$ cat config.mk
export PLATFORM = sky130hd
export DESIGN_NAME = bba_ctrl
export DESIGN_NICKNAME = d
export VERILOG_FILES = /design/src/rtl/core/bba_pkg.sv /design/src/rtl/core/bba_ctrl.sv
export SDC_FILE = /design/constraint.sdc
export NUM_CORES = 1
export LEC_CHECK = 0
export ABC_AREA = 1
export BUFFER_PORTS_ARGS = -buffer_cell sky130_fd_sc_hd__buf_2
export CORE_AREA = 5 5 53 55
export DETAILED_ROUTE_END_ITERATION = 10
export DIE_AREA = 0 0 58 60
export PLACE_DENSITY = 0.75
export SYNTH_ARGS = -nofsm -noshare
export SYNTH_HDL_FRONTEND = slang
export SYNTH_SLANG_ARGS = --single-unit
export TNS_END_PERCENT = 50
$ cat constraint.sdc
create_clock -name clock -period 2.36 [get_ports clock]
set_clock_uncertainty 0.05 [all_clocks]
set_input_delay 0.236 -clock clock [delete_from_list [all_inputs] [get_ports clock]]
set_output_delay 0.236 -clock clock [all_outputs]
set_load 0.005 [all_outputs]
$ cat src/rtl/core/bba_pkg.sv
// ----------------------------------------------------------------------------
// bba_pkg
// Shared constants, codes and controller/datapath interface types of the
// buddy block allocator.
// ----------------------------------------------------------------------------
package bba_pkg;

   // Default pool shape: 2^LEVELS minimum blocks of 2^MIN_BLOCK_LOG bytes.
   localparam int LEVELS_DEF        = 10;
   localparam int MIN_BLOCK_LOG_DEF = 6;

   // Internal order width, enough for any order a request can ask for.
   localparam int ORDER_W = 5;

   // Result status codes.
   localparam logic [1:0] ST_OK       = 2'd0;
   localparam logic [1:0] ST_NOMEM    = 2'd1;
   localparam logic [1:0] ST_NOTALLOC = 2'd2;

   // Commands from the controller to the datapath.
   typedef struct packed {
      logic       capture;     // latch a new request
      logic       clr_step;    // one step of the clearing pass
      logic       scan_start;  // start the search at the requested order
      logic       scan_next;   // next node of the same level
      logic       level_next;  // first node of the next larger order
      logic       claim;       // mark the found node as taken
      logic       split;       // free the upper half, descend to the lower
      logic       alloc_rec;   // record the allocation
      logic       free_rec;    // drop the record, load the freed leaf node
      logic       buddy_clr;   // take the free buddy, move to the parent
      logic       node_set;    // mark the current node free
      logic       resp_load;   // load the result register
      logic [1:0] resp_code;   // status for the result register
   } bba_cmd_type;

   // Status from the datapath to the controller.
   typedef struct packed {
      logic is_free;     // current request is a free
      logic too_big;     // requested order exceeds the pool
      logic bad_offset;  // free offset misaligned or beyond the pool
      logic node_bit;    // node free bit read in the previous cycle
      logic leaf_valid;  // allocation record valid bit read last cycle
      logic scan_last;   // current node is the last of its level
      logic ord_top;     // current order is the whole pool
      logic ord_gt_k;    // current order still above the requested one
      logic node_root;   // current node is the root
      logic clr_last;    // clearing pass at its last entry
   } bba_stat_type;

endpackage

$ cat src/rtl/core/bba_ctrl.sv
// ----------------------------------------------------------------------------
// bba_ctrl
// Sequencer of the buddy block allocator: clearing pass, search and split
// for allocate, record check and buddy merge for free, result handshake.
// ----------------------------------------------------------------------------
module bba_ctrl (
   input  logic                  clock,
   input  logic                  reset,
   input  logic                  req_valid,
   output logic                  req_stall,
   output logic                  rsp_valid,
   input  logic                  rsp_stall,
   input  bba_pkg::bba_stat_type stat,
   output bba_pkg::bba_cmd_type  cmd
);

   typedef enum logic [11:0] {
      S_CLEAR  = 12'b000000000001,
      S_IDLE   = 12'b000000000010,
      S_DECODE = 12'b000000000100,
      S_A_RD   = 12'b000000001000,
      S_A_CK   = 12'b000000010000,
      S_A_SPL  = 12'b000000100000,
      S_F_RD   = 12'b000001000000,
      S_F_CK   = 12'b000010000000,
      S_M_TEST = 12'b000100000000,
      S_M_RD   = 12'b001000000000,
      S_M_CK   = 12'b010000000000,
      S_RESP   = 12'b100000000000
   } state_type;

   state_type  state_ff, state_in;
   logic [1:0] code_ff, code_in;
   logic       rsp_valid_ff, rsp_valid_in;

   // Next state and commands.
   always_comb begin
      state_in = state_ff;
      code_in  = code_ff;
      cmd      = '0;
      case (state_ff)
         S_CLEAR: begin
            cmd.clr_step = 1'b1;
            if (stat.clr_last) begin
               state_in = S_IDLE;
            end
         end
         S_IDLE: begin
            if (req_valid) begin
               cmd.capture = 1'b1;
               state_in    = S_DECODE;
            end
         end
         S_DECODE: begin
            if (stat.is_free) begin
               if (stat.bad_offset) begin
                  code_in  = bba_pkg::ST_NOTALLOC;
                  state_in = S_RESP;
               end else begin
                  state_in = S_F_RD;
               end
            end else if (stat.too_big) begin
               code_in  = bba_pkg::ST_NOMEM;
               state_in = S_RESP;
            end else begin
               cmd.scan_start = 1'b1;
               state_in       = S_A_RD;
            end
         end
         S_A_RD: begin
            state_in = S_A_CK;
         end
         S_A_CK: begin
            if (stat.node_bit) begin
               cmd.claim = 1'b1;
               state_in  = S_A_SPL;
            end else if (!stat.scan_last) begin
               cmd.scan_next = 1'b1;
               state_in      = S_A_RD;
            end else if (!stat.ord_top) begin
               cmd.level_next = 1'b1;
               state_in       = S_A_RD;
            end else begin
               code_in  = bba_pkg::ST_NOMEM;
               state_in = S_RESP;
            end
         end
         S_A_SPL: begin
            if (stat.ord_gt_k) begin
               cmd.split = 1'b1;
            end else begin
               cmd.alloc_rec = 1'b1;
               code_in       = bba_pkg::ST_OK;
               state_in      = S_RESP;
            end
         end
         S_F_RD: begin
            state_in = S_F_CK;
         end
         S_F_CK: begin
            if (stat.leaf_valid) begin
               cmd.free_rec = 1'b1;
               state_in     = S_M_TEST;
            end else begin
               code_in  = bba_pkg::ST_NOTALLOC;
               state_in = S_RESP;
            end
         end
         S_M_TEST: begin
            if (stat.node_root) begin
               cmd.node_set = 1'b1;
               code_in      = bba_pkg::ST_OK;
               state_in     = S_RESP;
            end else begin
               state_in = S_M_RD;
            end
         end
         S_M_RD: begin
            state_in = S_M_CK;
         end
         S_M_CK: begin
            if (stat.node_bit) begin
               cmd.buddy_clr = 1'b1;
               state_in      = S_M_TEST;
            end else begin
               cmd.node_set = 1'b1;
               code_in      = bba_pkg::ST_OK;
               state_in     = S_RESP;
            end
         end
         S_RESP: begin
            if (!rsp_valid_ff || !rsp_stall) begin
               cmd.resp_load = 1'b1;
               cmd.resp_code = code_ff;
               state_in      = S_IDLE;
            end
         end
         default: begin
            state_in = S_CLEAR;
         end
      endcase
   end

   // Result valid: set on load, cleared when taken.
   always_comb begin
      rsp_valid_in = rsp_valid_ff;
      if (cmd.resp_load) begin
         rsp_valid_in = 1'b1;
      end else if (!rsp_stall) begin
         rsp_valid_in = 1'b0;
      end
   end

   always_ff @(posedge clock) begin
      if (reset) begin
         state_ff     <= S_CLEAR;
         rsp_valid_ff <= 1'b0;
      end else begin
         state_ff     <= state_in;
         rsp_valid_ff <= rsp_valid_in;
      end
      code_ff <= code_in;
   end

   assign req_stall = (state_ff != S_IDLE);
   assign rsp_valid = rsp_valid_ff;

endmodule

Yosys cells after proc, flatten, opt, wreduce, memory -nomap -nowiden
Cells that the tools add are included.
Operators by class
  eq/ne operators: 26
  mux-type cells: 50
  reduce and logical (&&, ||, !) cells: 6
Operator list (count)
  $mux 12: 13
  $pmux 12 s12: 1
  $mux 2: 12
  $ne 2x2->1 const B: 10
  $mux 1: 19
  $eq 12x1->1 const B: 1
  $eq 12x10->1 const B: 1
  $eq 12x11->1 const B: 1
  $eq 12x12->1 const B: 1
  $eq 12x2->1 const B: 1
  $eq 12x3->1 const B: 1
  $eq 12x4->1 const B: 1
  $eq 12x5->1 const B: 1
  $eq 12x6->1 const B: 1
  $eq 12x7->1 const B: 1
  $eq 12x8->1 const B: 1
  $eq 12x9->1 const B: 1
  $ne 12x2->1 const B: 1
  $pmux 2 s6: 1
  $reduce_and 10->1: 1
  $mux 3: 3
  $ne 3x3->1 const B: 2
  $reduce_bool 6->1: 1
  $reduce_and 4->1: 1
  4 further kinds: 5
Word-level totals
  bits in registers: 15
  bits of input ports: 14

Longest topological paths before layout
  depth after elaboration: 5
  mapped depth: 11
  depth with buffers taken out: 11

Least setup slack after synthesis
OpenSTA, ideal clock, no wires.
  kind: reg-to-reg
  start point: reg state_ff[2]
  end point: reg code_ff[0] (enable)
  setup time: 0.309 ns
  data arrival time: 1.140 ns
  setup slack: 0.861 ns
  stages on the path, launching flop included: 8
  buffers on the path: 0
  period minus slack after synthesis: 1.499 ns
  cells stage by stage: dfxtp_1 nor2_4 nand2_4 nor2_4 nand2_1 nand4_1 nor3_1 nor2_1
Between the ends
  longest elaborated chain between the ends: 3
  elaborated cells between the ends (all ways): 17
  classes of those cells: eq/ne: 15; reduce/logical: 2
Ends and longest elaborated chain
  from (decl): RTL line bba_ctrl.sv:32  | state_type state_ff, state_in;
  from (signal assigned): RTL line bba_ctrl.sv:159  | state_ff <= state_in;
  $eq 12x11->1 (tied with other cells): RTL line bba_ctrl.sv:41  | case (state_ff)
  $reduce_bool 6->1 (no line) (tied with other cells)
  $reduce_and 10->1 (no line) *
  to (signal assigned): RTL line bba_ctrl.sv:162  | code_ff <= code_in;
  to (decl): RTL line bba_ctrl.sv:33  | logic [1:0] code_ff, code_in;
Mark *: on every way between the ends. The rest lies on a longest branch, timed or not.
A chain may end at the register's enable or synchronous reset.

==> implementation parameters <==
Parameter                              Value

Power
  Worst voltage drop across the vdd grid    roughly 0.32 mV
  Power density normalized to cell area    approximately 470 nW/µm²
  Combinational share of power    0.274
  Portion of total power attributed to the clock network    0.253
  Pint    around 0.40 mW
  Net Switching    0.203 mW
  Sw frac    0.337
  Proportion of power drawn by flip-flops and latches    0.473
  Lkg Pwr    around 0.71 nW

Yosys
  Cell taking the most area after synthesis    dfxtp_1
  Syn_nets    181
  Compound-cell area share of the yosys netlist    0.0605
  Synth Warn #    0
  Dominant combinational cell family by area after synthesis    simple AND/OR/NAND/NOR gates
  Share of synthesized cell area in full adder, half adder and majority cells    0
  Proportion of synthesized area in mux cells    0
  Cells after synthesis    around 170
  Distinct cell type count of the synthesized netlist    26
  Leading cell types by total area after synthesis    dfxtp_1, nor2_1, nand2_1
  Simple-gate share of the synthesized area    0.523
  Synthesized area per cell    between 6 and 7 µm²
  Flops & latches, synth    15
  Seq/Total Area, Yosys    0.298
  Xor/xnor share of the synthesized area    0
  Top-area cell type share of the netlist area    0.242
  Combined area of all synthesized cells    approximately 1100 µm²

Setup path
  Worst setup path class    reg -> out
  Type of origin of the critical path    flip-flop
  Crit-path cells    nor2_4, nand2_4, nor2_4, nand2_2, inv_2, nand2_1, nor3b_1, buf_2
  Max stage delay on crit path    around 0.36 ns
  CP max FO    5
  R2R setup slack    0.57 ns
  Endpoint kind of the worst setup timing path    output port
  Count of cells along the worst register-to-register path    7
  Source of the worst register-to-register timing path    state_ff[2]$_SDFFE_PP0P_
  CP max-delay cell    dfxtp_1
  Most used cell, CP    nor2_4
  End of the worst register-to-register path    code_ff[1]$_DFFE_PP_
  Arrival time at the worst endpoint    about 1.7 ns
  Crit path required time    about 2.1 ns

Global routing
  Number of antenna violations at the first check in global routing    0
  Global route total overflow    0
  Global-route wire length before repair    roughly 4700 µm
  Vias in the first global route    between 1k and 1.5k
  Overall Global Routing Usage    0.180
  Largest net degree at the start of global routing    12

Hold path
  Hold EP    state_ff[9]$_SDFFE_PP0P_
  Origin of the worst min-delay path    stat[1]
  Hold depth    2
  Tightest Hold Check Type    in -> reg

STA
  Count of final setup violators    0
  Setup total negative slack    0 ns
  Worst Max-Slew Pin Slew    0.387 ns
  Time the final worst path needs with I/O delays and setup    between 1.5 and 2 ns
  Part of the cycle the worst path needs    0.830
  Fin. Hold Viols    0
  Setup repair after global routing missed its margin    no
  Max transition margin    0.739
  Slew Limit Fails    0
  Worst hold margin    between 0.09 and 0.1 ns
  Peak clock frequency supported by timing    between 0.5 and 0.6 GHz

Placed design
  # port buffers    29
  Routability Congestion    ~0.94
  Detailed Place HPWL    approximately 2400 µm

Routing
  Met2 WL post-DR    ~1400 µm
  Vias after detailed routing    1175
  1st-iter DRT viols    31
  Average wire length per cell after detail routing    ~12 µm
  Met3 wire length    ~190 µm
  Uppermost routed layer    met4
  Count of unresolved DRC violations after routing    0
  Metal-1 WL    between 1000 and 1500 µm
  Drt total wl    between 2000 and 3000 µm
  Antenna viol nets, final    0
  Mean number of vias per cell    roughly 5
  Number of detailed-routing iterations run before antenna repair    4

Clock tree
  Clock slew at the register clock pins of the worst setup and hold paths    roughly 0.09 ns
  CTS tree    done
  Post-CTS setup-driven buffer insertion count    0
  Number of buffers created by CTS    3
  Clock latency on the worst-skew pair    approximately 0.29 ns
  Clock buffer depth    2
  Resized Gates After CTS    0
  CTS sink count    15
  Hold buffer count at CTS    0
  Number of levels the H-tree was split into    1
  Root Buffer Master    clkbuf_4

Finish
  Final core utilization    0.543
  Relative area change from synthesis to final layout    18.4%
  Net count reported at finish    213
  Proportion of layout cells with a drive suffix above 1    0.308
  Total of fill cells in the finished design    between 200 and 250
  Antenna Diode Count    0

Job
  Number of max-cap violations    0

Floorplanning
  Initial Util    0.459
  Overall die area    3480 µm²
  Die X-Extent    58 µm
  Core Area    2340 µm²
  Die Height    about 60 µm
  Top-Level Pins    30
  Placement row count    18

Status
  Run status    finished, final reports clean
## routing by layer
layer  GRT usage  up-vias
met5           0        -
met2       0.313       44
met1       0.204      538
met3      0.0238        6
met4       0.119        0
li1            -      587
## cell usage after synthesis
master    number
nor4_1         1
nor2_2         3
inv_1         22
nand4_1        5
nand2_1       29
nor2_8         1
nand3_2        2
nand2_4        2
nand2_2        5
nor2_1        30
o22ai_1        1
nand3_1       14
nor3b_1        3
buf_4          1
nor2_4         5
a21oi_2        1
nand3b_1       1
clkbuf_1       1
inv_2          9
nor3_1         5
a21oi_1        7
o21ai_1        1
dfxtp_1       13
o21ai_0        2
edfxtp_1       2
or2_4          1
## power by group through the flow
stage          Clock, mW  Sequential [mW]  Combinational [mW]
2_1_floorplan          0            0.288               0.119
3_3_place_gp           0            0.291               0.159
3_5_place_dp           0            0.290               0.163
4_1_cts            0.153            0.285               0.164
5_1_grt            0.164            0.286               0.183
6_report           0.152            0.285               0.165
## worst max path at each step
stage                                       to  cells after the start                       from  slack, ns
final                                   cmd[9]                      8   state_ff[2]$_SDFFE_PP0P_       0.40
after global routing                    cmd[9]                      8  state_ff[11]$_SDFFE_PP0P_       0.27
after CTS                               cmd[9]                      8   state_ff[2]$_SDFFE_PP0P_       0.41
after detailed placement  code_ff[0]$_DFFE_PP_                      7   state_ff[9]$_SDFFE_PP0P_       0.61
after global placement    code_ff[0]$_DFFE_PP_                      7   state_ff[4]$_SDFFE_PP0P_       0.69
after floorplan           code_ff[0]$_DFFE_PP_                      7   state_ff[2]$_SDFFE_PP0P_       0.86
## final cells by class
class / count / area (µm²) / share of cell area
clock buffers: 4 / 26.3 / 0.0206
inverters: 31 / 116 / 0.0914
multi-input cells: 119 / 627 / 0.493
flip-flops and latches: 15 / 320 / 0.252
repair buffers: 29 / 145 / 0.114
well taps: 30 / 37.5 / 0.0295
## placed cells by master, fill, tap and decap left out, types with 3 or more instances in the layout
master    count
a21oi_1       7
buf_2        29
clkbuf_4      3
dfxtp_1      13
inv_1        22
inv_2         9
nand2_1      29
nand2_2       5
nand3_1      14
nand4_1       5
nor2_1       30
nor2_2        3
nor2_4        5
nor3_1        5
nor3b_1       3
## critical path: cells and delay by family, from the launching register on
| kind | cells | cell delay [ns] |
|---|---|---|
| buffers and inverters | 2 | 0.24 |
| DFF | 1 | 0.36 |
| and+or+nand+nor | 6 | 0.78 |
## flip-flops by register name, indices dropped and copies added, names as in the netlist
signal,flops
rsp_valid,1
state_ff,12
code_ff,2
## logic make-up after synthesis
| group | after synthesis |
|---|---|
| buffers and inverters | 33 |
| and+or+nand+nor | 107 |
| DFF | 15 |
| AOI/OAI and AO/OA | 12 |
## per-stage QoR
stage / cell area (µm²) / setup slack (ns) / power [mW] / instances
after floorplan: 1070 / 0.861 / 0.407 / 167
after global placement: 1250 / 0.691 / 0.450 / 224
after detailed placement: 1250 / 0.608 / 0.453 / 224
after CTS: 1270 / 0.406 / 0.602 / 228
after global routing: 1270 / 0.272 / 0.633 / 228
final: 1270 / 0.401 / 0.603 / 228
No activity file was read; power rests on OpenSTA's default activity.
